===== src/hw/rtl/aat_pkg.sv =====
package aat_pkg;

  localparam int unsigned BarFullWidthDef = 95;
  localparam int unsigned AxisW = 17;
  localparam int unsigned MagW  = 18;
  localparam int unsigned SumW  = 36;

  typedef struct packed {
    logic signed [15:0] accel_x;
    logic signed [15:0] accel_y;
    logic signed [15:0] accel_z;
  } in_t;

  typedef struct packed {
    logic [17:0] magnitude;
    logic        active;
    logic [15:0] seconds;
    logic [6:0]  bar_width;
    logic [1:0]  redraw;
    logic        expired;
  } out_t;

  typedef struct packed {
    logic [17:0] magnitude_threshold;
    logic [7:0]  window_length;
    logic [7:0]  hit_count_min;
    logic [7:0]  ticks_per_second;
    logic [15:0] limit_secs;
    logic [7:0]  idle_delay;
  } cfg_t;

  typedef enum logic [2:0] {
    REG_THRESHOLD = 3'd0,
    REG_WINDOW    = 3'd1,
    REG_HIT_MIN   = 3'd2,
    REG_TICKS     = 3'd3,
    REG_LIMIT     = 3'd4,
    REG_DELAY     = 3'd5
  } reg_idx_e;

  typedef enum logic [1:0] {
    REDRAW_NONE  = 2'd0,
    REDRAW_BAR   = 2'd1,
    REDRAW_RESET = 2'd2
  } redraw_e;

  localparam logic [13:0] FracWeight [10] = '{
    14'd5000, 14'd2500, 14'd1250, 14'd625, 14'd313,
    14'd156, 14'd78, 14'd39, 14'd20, 14'd10
  };

  // Convert one axis word into g*10000
  function automatic logic [AxisW-1:0] axis_value(logic [15:0] raw);
    logic [15:0]      w;
    logic [AxisW-1:0] v;
    w = raw[15] ? (16'd0 - raw) : raw;
    v = AxisW'(w[14:12]) * AxisW'(10000);
    for (int b = 0; b < 10; b++) begin
      if (w[11-b]) v = v + AxisW'(FracWeight[b]);
    end
    return v;
  endfunction

endpackage


===== src/hw/rtl/aat_front.sv =====
module aat_front (
  input  logic                 clk_i,
  input  logic                 rst_ni,
  input  logic                 in_valid_i,
  output logic                 in_ready_o,
  input  aat_pkg::in_t         in_data_i,
  input  logic                 full_i,
  output logic                 push_o,
  output logic [17:0]          mag_o
);
  import aat_pkg::*;

  typedef enum logic [3:0] {
    F_IDLE = 4'b0001,
    F_SQ   = 4'b0010,
    F_ROOT = 4'b0100,
    F_PUSH = 4'b1000
  } fstate_e;

  fstate_e          state_q, state_d;
  logic [AxisW-1:0] axis_q [3];
  logic [1:0]       sel_q;
  logic [SumW-1:0]  sum_q;
  logic [SumW-1:0]  rad_q;
  logic [20:0]      rem_q;
  logic [MagW-1:0]  root_q;
  logic [4:0]       cnt_q;
  logic [AxisW-1:0] axis_sel;
  logic [33:0]      prod;
  logic [SumW-1:0]  sum_d;
  logic [20:0]      rem_sh;
  logic [20:0]      trial;
  logic             take;

  assign in_ready_o = (state_q == F_IDLE);
  assign take       = in_valid_i && in_ready_o;
  assign push_o     = (state_q == F_PUSH) && !full_i;
  assign mag_o      = root_q;

  // Shared squarer, one axis per cycle
  assign axis_sel = axis_q[sel_q];
  assign prod     = axis_sel * axis_sel;
  assign sum_d    = sum_q + SumW'(prod);

  // One root digit per cycle
  assign rem_sh = {rem_q[18:0], rad_q[SumW-1 -: 2]};
  assign trial  = {1'b0, root_q, 2'b01};

  always_comb begin
    state_d = state_q;
    unique case (state_q)
      F_IDLE: if (take) state_d = F_SQ;
      F_SQ:   if (sel_q == 2'd2) state_d = F_ROOT;
      F_ROOT: if (cnt_q == 5'd0) state_d = F_PUSH;
      F_PUSH: if (!full_i) state_d = F_IDLE;
      default: state_d = F_IDLE;
    endcase
  end

  always_ff @(posedge clk_i or negedge rst_ni) begin
    if (!rst_ni) begin
      state_q <= F_IDLE;
    end else begin
      state_q <= state_d;
    end
  end

  // Datapath
  always_ff @(posedge clk_i) begin
    unique case (state_q)
      F_IDLE: begin
        if (take) begin
          axis_q[0] <= axis_value(in_data_i.accel_x);
          axis_q[1] <= axis_value(in_data_i.accel_y);
          axis_q[2] <= axis_value(in_data_i.accel_z);
          sum_q     <= '0;
          sel_q     <= 2'd0;
        end
      end
      F_SQ: begin
        sum_q <= sum_d;
        sel_q <= sel_q + 2'd1;
        if (sel_q == 2'd2) begin
          rad_q  <= sum_d;
          rem_q  <= '0;
          root_q <= '0;
          cnt_q  <= 5'(MagW - 1);
        end
      end
      F_ROOT: begin
        rad_q <= rad_q << 2;
        cnt_q <= cnt_q - 5'd1;
        if (rem_sh >= trial) begin
          rem_q  <= rem_sh - trial;
          root_q <= {root_q[MagW-2:0], 1'b1};
        end else begin
          rem_q  <= rem_sh;
          root_q <= {root_q[MagW-2:0], 1'b0};
        end
      end
      F_PUSH: ;
      default: ;
    endcase
  end

endmodule


===== src/hw/rtl/aat_fifo.sv =====
module aat_fifo (
  input  logic        clk_i,
  input  logic        rst_ni,
  input  logic        push_i,
  input  logic [17:0] data_i,
  output logic        full_o,
  input  logic        pop_i,
  output logic        empty_o,
  output logic [17:0] data_o
);
  logic [17:0] mem_q [2];
  logic        wr_q, rd_q;
  logic [1:0]  cnt_q;

  assign full_o  = (cnt_q == 2'd2);
  assign empty_o = (cnt_q == 2'd0);
  assign data_o  = mem_q[rd_q];

  // Store entry
  always_ff @(posedge clk_i) begin
    if (push_i) mem_q[wr_q] <= data_i;
  end

  // Advance pointers and fill level
  always_ff @(posedge clk_i or negedge rst_ni) begin
    if (!rst_ni) begin
      wr_q  <= 1'b0;
      rd_q  <= 1'b0;
      cnt_q <= 2'd0;
    end else begin
      if (push_i) wr_q <= ~wr_q;
      if (pop_i) rd_q <= ~rd_q;
      cnt_q <= cnt_q + 2'(push_i) - 2'(pop_i);
    end
  end

endmodule


===== src/hw/rtl/aat_back.sv =====
module aat_back #(
  parameter int unsigned BarFullWidth = aat_pkg::BarFullWidthDef
) (
  input  logic          clk_i,
  input  logic          rst_ni,
  input  aat_pkg::cfg_t cfg_i,
  input  logic          empty_i,
  input  logic [17:0]   mag_i,
  output logic          pop_o,
  output logic          out_valid_o,
  input  logic          out_ready_i,
  output aat_pkg::out_t out_data_o
);
  import aat_pkg::*;

  localparam int unsigned QW    = $clog2(BarFullWidth + 1);
  localparam int unsigned DW    = 16 + QW;
  localparam int unsigned StepW = (QW > 1) ? $clog2(QW) : 1;

  typedef enum logic [2:0] {
    B_IDLE = 3'b001,
    B_DIV  = 3'b010,
    B_EMIT = 3'b100
  } bstate_e;

  bstate_e          state_q;
  logic [7:0]       pos_q, hit_q, tick_q;
  logic             active_q, exp_q;
  logic [15:0]      sec_q, idle_q;
  logic [6:0]       bar_q;
  logic [17:0]      mag_q;
  logic [1:0]       redraw_q;
  out_t             out_q;
  logic             out_valid_q;
  logic [DW-1:0]    rem_q;
  logic [QW-1:0]    quo_q;
  logic [StepW-1:0] step_q;

  // Next-state values for one sample
  logic [7:0]  hit_n, pos_n, tick_n;
  logic [8:0]  pos_inc, tick_inc;
  logic        act_n, need_bar;
  logic [15:0] sec_n, idle_n;
  logic [16:0] idle_inc, idle_lim;
  logic [1:0]  redraw_n;
  logic [DW-1:0]  sub_val;
  logic           fits;
  logic [QW-1:0]  quo_d;

  assign pop_o       = (state_q == B_IDLE) && !empty_i && !out_valid_q;
  assign out_valid_o = out_valid_q;
  assign out_data_o  = out_q;
  assign idle_lim    = 17'(cfg_i.idle_delay) * 17'(cfg_i.ticks_per_second);

  always_comb begin
    hit_n    = hit_q;
    pos_n    = pos_q;
    tick_n   = tick_q;
    act_n    = active_q;
    sec_n    = sec_q;
    idle_n   = idle_q;
    redraw_n = REDRAW_NONE;
    need_bar = 1'b0;
    pos_inc  = 9'(pos_q) + 9'd1;
    tick_inc = 9'(tick_q) + 9'd1;
    idle_inc = 17'(idle_q) + 17'd1;
    // Count hits and close the window
    if (mag_i > cfg_i.magnitude_threshold && hit_q != 8'hFF) hit_n = hit_q + 8'd1;
    pos_n = pos_inc[7:0];
    if (pos_inc >= 9'(cfg_i.window_length)) begin
      if (hit_n > cfg_i.hit_count_min) begin
        act_n  = 1'b1;
        idle_n = '0;
      end
      if (hit_n == 8'd0) act_n = 1'b0;
      pos_n = '0;
      hit_n = '0;
    end
    // Advance seconds or idle time
    if (act_n) begin
      tick_n = tick_inc[7:0];
      if (tick_inc >= 9'(cfg_i.ticks_per_second)) begin
        tick_n   = '0;
        if (sec_q != 16'hFFFF) sec_n = sec_q + 16'd1;
        need_bar = 1'b1;
        redraw_n = REDRAW_BAR;
      end
    end else begin
      idle_n = idle_inc[15:0];
      if (idle_inc >= idle_lim) begin
        sec_n    = '0;
        idle_n   = '0;
        redraw_n = REDRAW_RESET;
      end
    end
  end

  // Restoring divide step
  assign sub_val = DW'(cfg_i.limit_secs) << step_q;
  assign fits    = rem_q >= sub_val;
  assign quo_d   = (quo_q << 1) | QW'(fits);

  always_ff @(posedge clk_i or negedge rst_ni) begin
    if (!rst_ni) begin
      state_q     <= B_IDLE;
      pos_q       <= '0;
      hit_q       <= '0;
      tick_q      <= '0;
      active_q    <= 1'b0;
      exp_q       <= 1'b0;
      sec_q       <= '0;
      idle_q      <= '0;
      bar_q       <= '0;
      out_valid_q <= 1'b0;
    end else begin
      if (out_valid_q && out_ready_i) out_valid_q <= 1'b0;
      unique case (state_q)
        B_IDLE: begin
          if (pop_o) begin
            state_q <= B_EMIT;
            if (!exp_q) begin
              pos_q    <= pos_n;
              hit_q    <= hit_n;
              tick_q   <= tick_n;
              active_q <= act_n;
              sec_q    <= sec_n;
              idle_q   <= idle_n;
              exp_q    <= (sec_n >= cfg_i.limit_secs);
              if (need_bar) begin
                if (cfg_i.limit_secs == 16'd0 || sec_n >= cfg_i.limit_secs) begin
                  bar_q <= 7'(BarFullWidth);
                end else begin
                  state_q <= B_DIV;
                end
              end
            end
          end
        end
        B_DIV: begin
          if (step_q == '0) begin
            bar_q   <= 7'(quo_d);
            state_q <= B_EMIT;
          end
        end
        B_EMIT: begin
          out_valid_q <= 1'b1;
          state_q     <= B_IDLE;
        end
        default: state_q <= B_IDLE;
      endcase
    end
  end

  // Payload registers
  always_ff @(posedge clk_i) begin
    unique case (state_q)
      B_IDLE: begin
        if (pop_o) begin
          mag_q    <= mag_i;
          redraw_q <= exp_q ? REDRAW_NONE : redraw_n;
          rem_q    <= DW'(sec_n) * DW'(BarFullWidth);
          quo_q    <= '0;
          step_q   <= StepW'(QW - 1);
        end
      end
      B_DIV: begin
        quo_q  <= quo_d;
        step_q <= step_q - StepW'(1);
        if (fits) rem_q <= rem_q - sub_val;
      end
      B_EMIT: begin
        out_q.magnitude <= mag_q;
        out_q.active    <= active_q;
        out_q.seconds   <= sec_q;
        out_q.bar_width <= bar_q;
        out_q.redraw    <= redraw_q;
        out_q.expired   <= exp_q;
      end
      default: ;
    endcase
  end

endmodule


===== src/hw/rtl/accel_activity_timer.sv =====
// Activity timer over three-axis accelerometer samples.
// Input channel in_valid_i/in_ready_o carries one sample (x, y, z words).
// Output channel out_valid_o/out_ready_i returns one result per sample:
// vector magnitude in g/10000, activity flag, active seconds, progress bar
// width, redraw code and expired flag.
// Configuration channel cfg_valid_i/cfg_ready_o writes one register per
// transfer; cfg_ready_o is always high. Write only while the block is idle.
// The front end takes one sample at a time: it squares the three axes on
// one shared multiplier, then computes 18 square root digits, and accepts
// no new sample until it has pushed the result. The back end computes
// one quotient bit per cycle for the bar division ($clog2(BarFullWidth+1),
// 7 at the default width) when a bar redraw needs it.
// A two-entry queue between front and back lets the front keep working
// while a result waits at the output; when the receiver stalls, the
// result holds steady and the queue fills, then in_ready_o drops.
// Reset clears all timer state and loads the default register values.
module accel_activity_timer #(
  parameter int unsigned BarFullWidth = aat_pkg::BarFullWidthDef
) (
  input  logic          clk_i,
  input  logic          rst_ni,
  input  logic          in_valid_i,
  output logic          in_ready_o,
  input  aat_pkg::in_t  in_data_i,
  output logic          out_valid_o,
  input  logic          out_ready_i,
  output aat_pkg::out_t out_data_o,
  input  logic          cfg_valid_i,
  output logic          cfg_ready_o,
  input  logic [2:0]    cfg_index_i,
  input  logic [17:0]   cfg_data_i
);
  import aat_pkg::*;

  cfg_t        cfg_q;
  logic        push, full, pop, empty;
  logic [17:0] mag_front, mag_back;

  assign cfg_ready_o = 1'b1;

  // Register writes
  always_ff @(posedge clk_i or negedge rst_ni) begin
    if (!rst_ni) begin
      cfg_q.magnitude_threshold <= 18'd20000;
      cfg_q.window_length       <= 8'd10;
      cfg_q.hit_count_min       <= 8'd2;
      cfg_q.ticks_per_second    <= 8'd15;
      cfg_q.limit_secs          <= 16'd30;
      cfg_q.idle_delay          <= 8'd5;
    end else if (cfg_valid_i) begin
      unique case (reg_idx_e'(cfg_index_i))
        REG_THRESHOLD: cfg_q.magnitude_threshold <= cfg_data_i;
        REG_WINDOW:    cfg_q.window_length       <= cfg_data_i[7:0];
        REG_HIT_MIN:   cfg_q.hit_count_min       <= cfg_data_i[7:0];
        REG_TICKS:     cfg_q.ticks_per_second    <= cfg_data_i[7:0];
        REG_LIMIT:     cfg_q.limit_secs          <= cfg_data_i[15:0];
        REG_DELAY:     cfg_q.idle_delay          <= cfg_data_i[7:0];
        default: ;
      endcase
    end
  end

  aat_front u_front (
    .clk_i      (clk_i),
    .rst_ni     (rst_ni),
    .in_valid_i (in_valid_i),
    .in_ready_o (in_ready_o),
    .in_data_i  (in_data_i),
    .full_i     (full),
    .push_o     (push),
    .mag_o      (mag_front)
  );

  aat_fifo u_fifo (
    .clk_i   (clk_i),
    .rst_ni  (rst_ni),
    .push_i  (push),
    .data_i  (mag_front),
    .full_o  (full),
    .pop_i   (pop),
    .empty_o (empty),
    .data_o  (mag_back)
  );

  aat_back #(
    .BarFullWidth (BarFullWidth)
  ) u_back (
    .clk_i       (clk_i),
    .rst_ni      (rst_ni),
    .cfg_i       (cfg_q),
    .empty_i     (empty),
    .mag_i       (mag_back),
    .pop_o       (pop),
    .out_valid_o (out_valid_o),
    .out_ready_i (out_ready_i),
    .out_data_o  (out_data_o)
  );

endmodule


===== config.mk =====
export PLATFORM = sky130hd
export DESIGN_NAME = accel_activity_timer
export DESIGN_NICKNAME = d
export VERILOG_FILES = /design/src/hw/rtl/aat_pkg.sv /design/src/hw/rtl/aat_front.sv /design/src/hw/rtl/aat_fifo.sv /design/src/hw/rtl/aat_back.sv /design/src/hw/rtl/accel_activity_timer.sv
export SDC_FILE = /design/constraint.sdc
export NUM_CORES = 2
export LEC_CHECK = 0
export BUFFER_PORTS_ARGS = -buffer_cell sky130_fd_sc_hd__buf_2
export CORE_ASPECT_RATIO = 1.25
export CORE_MARGIN = 5
export CORE_UTILIZATION = 28
export DETAILED_ROUTE_END_ITERATION = 6
export SYNTH_ARGS = -nofsm -noshare
export SYNTH_HDL_FRONTEND = slang
export SYNTH_SLANG_ARGS = --single-unit

===== constraint.sdc =====
create_clock -name clk_i -period 26.8 [get_ports clk_i]
set_input_delay 5.36 -clock clk_i [delete_from_list [all_inputs] [get_ports clk_i]]
set_output_delay 5.36 -clock clk_i [all_outputs]
set_load 0.005 [all_outputs]

**Word level (Yosys, flattened, before mapping)**

Memory sizes are Yosys's and may differ from the RTL's. A register that Yosys moved wholly into a read port is not among the register bits.
Cells that the tools add are included.

- Flip-flop bits (word level): 356
- RAM bits: 87
- Input port bits: 74
- Output and inout port bits: 48
- Logic and storage cells: 329
- Memories kept: 2

- $add $sub $neg: 46
- Multipliers: 6
- $lt $le $gt $ge: 8
- Eq/ne operators: 28
- Shifts and indexed selects: 1
- Multiplexer cells: 160
- Bitwise logic cells: 4
- Reductions and logical operators: 37

Memory list:

| memory | words | width | read ports | clocked after memory_dff | wr ports | RTL line | source |
|---|---|---|---|---|---|---|---|
| u_front.axis_q | 3 | 17 | 1 | 1 | 3 | aat_front.sv:21 | `logic [AxisW-1:0] axis_q [3];` |
| u_fifo.mem_q | 2 | 18 | 1 | 0 | 1 | aat_fifo.sv:11 | `logic [17:0] mem_q [2];` |

Operators with widths:

| cell | count |
|---|---|
| 17-bit two-way mux | 90 |
| 36-bit one-hot mux with 2 select lines | 2 |
| 16-bit two-way mux | 8 |
| 36-bit two-way mux | 2 |
| 17-bit by 10-bit adder with 17-bit output, second input constant | 3 |
| 17-bit by 11-bit adder with 17-bit output, second input constant | 3 |
| 17-bit by 12-bit adder with 17-bit output, second input constant | 3 |
| 17-bit by 13-bit adder with 17-bit output, second input constant | 3 |
| 17-bit by 4-bit adder with 17-bit output, second input constant | 3 |
| 17-bit by 5-bit adder with 17-bit output, second input constant | 3 |
| 17-bit by 6-bit adder with 17-bit output, second input constant | 3 |
| 17-bit by 7-bit adder with 17-bit output, second input constant | 3 |
| 17-bit by 8-bit adder with 17-bit output, second input constant | 3 |
| 17-bit by 9-bit adder with 17-bit output, second input constant | 3 |
| 23-bit two-way mux | 2 |
| 23-bit one-hot mux with 2 select lines | 1 |
| 15-bit two-way mux | 3 |
| 1-bit by 15-bit subtractor with 15-bit output, first input constant | 3 |
| 3-bit by 10-bit multiplier with 13-bit output, second input constant | 3 |
| 19-bit two-way mux | 2 |
| 19-bit one-hot mux with 2 select lines | 1 |
| 36-bit by 34-bit adder with 36-bit output | 1 |
| 18-bit one-hot mux with 2 select lines | 1 |
| 7-bit two-way mux | 5 |
| other kinds (64) | 136 |

**Logic depth before layout (Yosys ltp)**

- Word-level depth: 43
- Gate-level depth with buffers: 57
- Gate-level depth less buffers: 55

**Cells and area by module**

A second synthesis with hierarchy kept.

- Cell total of the unflattened synthesis: 5316
- Area total of the unflattened synthesis: 49771.5 um^2

By module, submodules not included:

| module | instances | cells an instance | area an instance (um^2) | sequential area each (um^2) |
|---|---|---|---|---|
| aat_front | 1 | 3451 | 29981.3 | 5156.2 |
| aat_back | 1 | 1648 | 15700.1 | 4640.7 |
| accel_activity_timer | 1 | 146 | 2544.9 | 1674.1 |
| aat_fifo | 1 | 71 | 1545.2 | 1181.1 |

**Worst setup path before layout**

Ideal clock, no wire load.

- Path kind: input to register
- From: in in_data_i[23] (netlist bit)
- To: mem u_front.axis_q[1][15], data pin
- Library setup time: 0.264 ns
- Data arrival time: 11.715 ns
- Data required time: 26.536 ns
- Path slack: 14.822 ns
- Stages on the path: 25
- Buffers on the path: 3
- Cells stage by stage: buf_6 -> or4_4 -> buf_6 -> clkbuf_1 -> nor3_2 -> a21boi_0 -> nor2_1 -> inv_1 -> ha_1 -> xnor2_1 -> ha_1 -> fa_1 -> xor2_1 -> o311ai_0 -> xnor2_1 -> xnor2_1 -> or3b_2 -> nor3_1 -> xnor2_1 -> xor2_1 -> xnor2_1 -> xor2_1 -> xnor2_1 -> nand3_1 -> xnor2_1

RTL lines:

| element | RTL line | source |
|---|---|---|
| start, declared | accel_activity_timer.sv:24 | `input aat_pkg::in_t in_data_i,` |
| end, declared | aat_front.sv:21 |  |

==> results.txt <==
- By area the synthesized netlist is led by sky130_fd_sc_hd__edfxtp_1 19%, sky130_fd_sc_hd__fa_1 13%, sky130_fd_sc_hd__ha_1 9.5%.
* Height of the die: 474 um
- 122 I/O pins were placed.
* Fin. max-slew vios: 0
* Slowest cell on the critical path: sky130_fd_sc_hd__nor4_1
- DR vias/cell: 4.95
- The number of antenna violations at the first check in global routing came to 1.
* Number of global-route vias before repair: 37,900
- Fin nets: 6,049
* Average cell area after synthesis: 9.13 um^2
- After clock tree synthesis, the clock-pin slew on the worst setup and hold paths is 60 ps.
* First-pass GRT wire length: 191,000 um
- Proportion of layout cells with a drive suffix above 1: 8.28%
- CTS Buf Count: 49
- For this run, the number of Yosys warnings is 0.
- The worst setup path is launched from an input port.
* Max_cap viols: 0
- Routability-driven placement finished with a final weighted congestion of 0.872.
- Final hold violations: 0
- Commonest register cell after synthesis: sky130_fd_sc_hd__edfxtp_1
- For the worst setup path, the data arrival time is 13,080 ps.
- Die Area: 181,000 um^2
* Average wire per cell in the routed design: 15.1 um
- WP data required: 27,140 ps
- The clock passes through at most 3 buffers.
- Post-Place Setup Slack: 13,540 ps
* Count leader, synth: sky130_fd_sc_hd__inv_1
- Synthesized cell area: 48,200 um^2
- Diodes inserted: 0
* Kind of cell adding the most delay to the critical path: simple AND/OR/NAND/NOR gates
- Once detailed placement completed, the half-perimeter wirelength came to 90,500 um.
* Worst path most repeated cell: sky130_fd_sc_hd__xnor2_1
- Counting both buffers and inverters, the worst setup path holds a total of 2.
- Syn-to-layout area delta: 9.63%
* Worst min-delay path category: flip-flop to flip-flop
- Fraction of the yosys area taken by sequential cells: 26.3%
* Count of vias placed by the detailed router: 37,400
- Setup TNS: 0 ps
- At the pin with the least slew margin, the transition time is 1150 ps.
- In this run, synthesis inferred 300 flip-flops with an integrated enable.
- Clk root buf: sky130_fd_sc_hd__clkbuf_16
- Total number of H-tree levels: 2
* Dpl cells: 7,471
- DRC violation count after routing: 0
* Core region area: 171,000 um^2
* Util after Layout: 30.8%
- Once the floorplan was initialized, standard cells occupied 28.1% of the core.
* GRT Total Usage: 12.4%
* Number of rows created at floorplan: 170
* Setup repair after global routing missed its margin: false
* Pin count of the biggest net entering global routing: 79
- Hold repair after CTS inserted 0 buffers.
- The final layout contains routed wiring with a total length of 114,000 um.
- Async set or reset register ratio after synthesis: 32.1%
- Largest fanout on the critical path: 7
- Input/output buffers: 120
- Critical setup path kind: input port to flip-flop
- Post-CTS timing repair inserted 0 buffers for setup.
- The largest total area in the synthesized netlist belongs to sky130_fd_sc_hd__edfxtp_1.
- Initial drt markers: 1,987
* Total of endpoints with negative setup slack in the final report: 0
- Setup slack on the critical path of the routed design comes to 14,060 ps.
- The count of nets left with antenna violations once routing finished came out at 0.
* Worst-Skew Late Latency: 620 ps
- Measured against its own limit, the worst slew margin works out to 22.7%.
* Cells after synthesis: 5,278
- DIE WIDTH: 381 um
- Top cell type's share of synthesized area: 18.7%
- Sinks on the clock net: 445
* DR pass1 iterations: 7
- After clock tree synthesis, the repair step resized 0 gates.
- Final critical-path share of the clock period: 47.5%
- TritonCTS built the clock tree.
- The synthesized design contains 445 register bits.
- Clock skew after layout: 22.3 ps
- Remaining global-route overflow: 0
- Subtracting the final worst setup slack from the clock period gives 12,740 ps.
* Run status: finished, final reports clean
- Synthesized netlist net count: 6,041
- Yosys mapped the design onto 121 distinct sky130hd cell types.
- Biggest cell delay along the critical path: 870 ps
- Fmax: 78.5 MHz
- Number of standard cells in the final layout excluding fillers: 7,563
- Most frequent cells after synthesis: 602 x sky130_fd_sc_hd__inv_1, 508 x sky130_fd_sc_hd__nand2_1, 365 x sky130_fd_sc_hd__ha_1
- Crit path capture type: flip-flop
cell usage in the layout, fill, tap and decap left out, types with 23 or more instances in the layout:
cell / instances
sky130_fd_sc_hd__a211oi_1: 31
sky130_fd_sc_hd__a21boi_0: 25
sky130_fd_sc_hd__a21o_1: 73
sky130_fd_sc_hd__a21oi_1: 179
sky130_fd_sc_hd__a31oi_1: 43
sky130_fd_sc_hd__and2_1: 64
sky130_fd_sc_hd__and3_1: 44
sky130_fd_sc_hd__buf_2: 119
sky130_fd_sc_hd__buf_4: 36
sky130_fd_sc_hd__clkbuf_16: 51
sky130_fd_sc_hd__dfrtp_1: 123
sky130_fd_sc_hd__edfxtp_1: 300
sky130_fd_sc_hd__fa_1: 324
sky130_fd_sc_hd__ha_1: 365
sky130_fd_sc_hd__inv_1: 601
sky130_fd_sc_hd__mux2_2: 50
sky130_fd_sc_hd__mux2i_1: 77
sky130_fd_sc_hd__nand2_1: 506
sky130_fd_sc_hd__nand2b_1: 52
sky130_fd_sc_hd__nand3_1: 149
sky130_fd_sc_hd__nand4_1: 54
sky130_fd_sc_hd__nor2_1: 361
sky130_fd_sc_hd__nor2b_1: 63
sky130_fd_sc_hd__nor3_1: 88
sky130_fd_sc_hd__nor4_1: 38
sky130_fd_sc_hd__o211ai_1: 34
sky130_fd_sc_hd__o21a_1: 44
sky130_fd_sc_hd__o21ai_0: 265
sky130_fd_sc_hd__o21bai_1: 32
sky130_fd_sc_hd__o31ai_1: 45
sky130_fd_sc_hd__or2_2: 32
sky130_fd_sc_hd__or3_1: 33
sky130_fd_sc_hd__or4_1: 23
sky130_fd_sc_hd__xnor2_1: 327
sky130_fd_sc_hd__xor2_1: 165
stage by stage:
stage               hold slack (ps)  cell area, um^2
CTS                             420            52800
global route                    422            52800
finish                          420            52800
global placement                403            51100
detailed placement              405            51100
floorplan                       400            48200
state kept, by name, indices dropped and copies added (netlist names), 19 cells and up, named ones only:
register and flops:
u_front.axis_q 51, u_fifo.mem_q 36, u_front.rad_q 36, u_front.sum_q 36, u_back.rem_q 23, u_back.out_data_o 45, u_front.rem_q 19, cfg_q 66
final timing paths:
kind | startpoint | end | slack [ps] | depth (start not counted)
min in group asynchronous | rst_ni | cfg_q[1] | 4780 | 1
hold / removal | u_back.redraw_q[1] | u_back.out_data_o[2] | 420 | 0
setup reg to reg | cfg_q[1] | u_back.rem_q[22] | 14400 | 48
hold reg to reg | u_back.redraw_q[1] | u_back.out_data_o[2] | 420 | 0
setup / recovery | in_data_i[18] | u_front.axis_q[1][15] | 14060 | 25
max in group asynchronous | rst_ni | cfg_q[16] | 20550 | 2
per-layer routing:
metal | up-vias | share of wire [%] | wire, um | global-route usage [%]
met3 | 173 | 3.7 | 4210 | 1.15
met2 | 764 | 50 | 57000 | 22.5
met5 | - | 0.0087 | 10 | 0
met4 | 2 | 2.8 | 3160 | 3.52
met1 | 18100 | 44 | 50100 | 15.6
li1 | 18400 | - | - | -
final cells by class:
cell class	count	area (um^2)
multi-input cells	4013	32500
inverters	621	2330
repair buffers	156	877
clock inverters	22	309
clock buffers	70	1410
fillers	17900	119000
well taps	2236	2800
flip-flops and latches	445	12700
cells by family (layout without fill, tap and decap cells):
kind of cell    count (synthesis)  count (layout)  share of synthesized area (%)
compound gates               1058            1058                           15.0
xor+xnor                      508             508                           9.60
fa+ha+maj                     691             691                           23.0
buf+inv                       820             869                           6.49
flops                         445             445                           26.3
mux                           135             135                           3.12
other cells                     1               1                        0.00778
simple gates                 1620            1620                           16.5
Power is not shown: default switching activity piles up to over one toggle a cycle in this logic, so the estimate is an artifact.
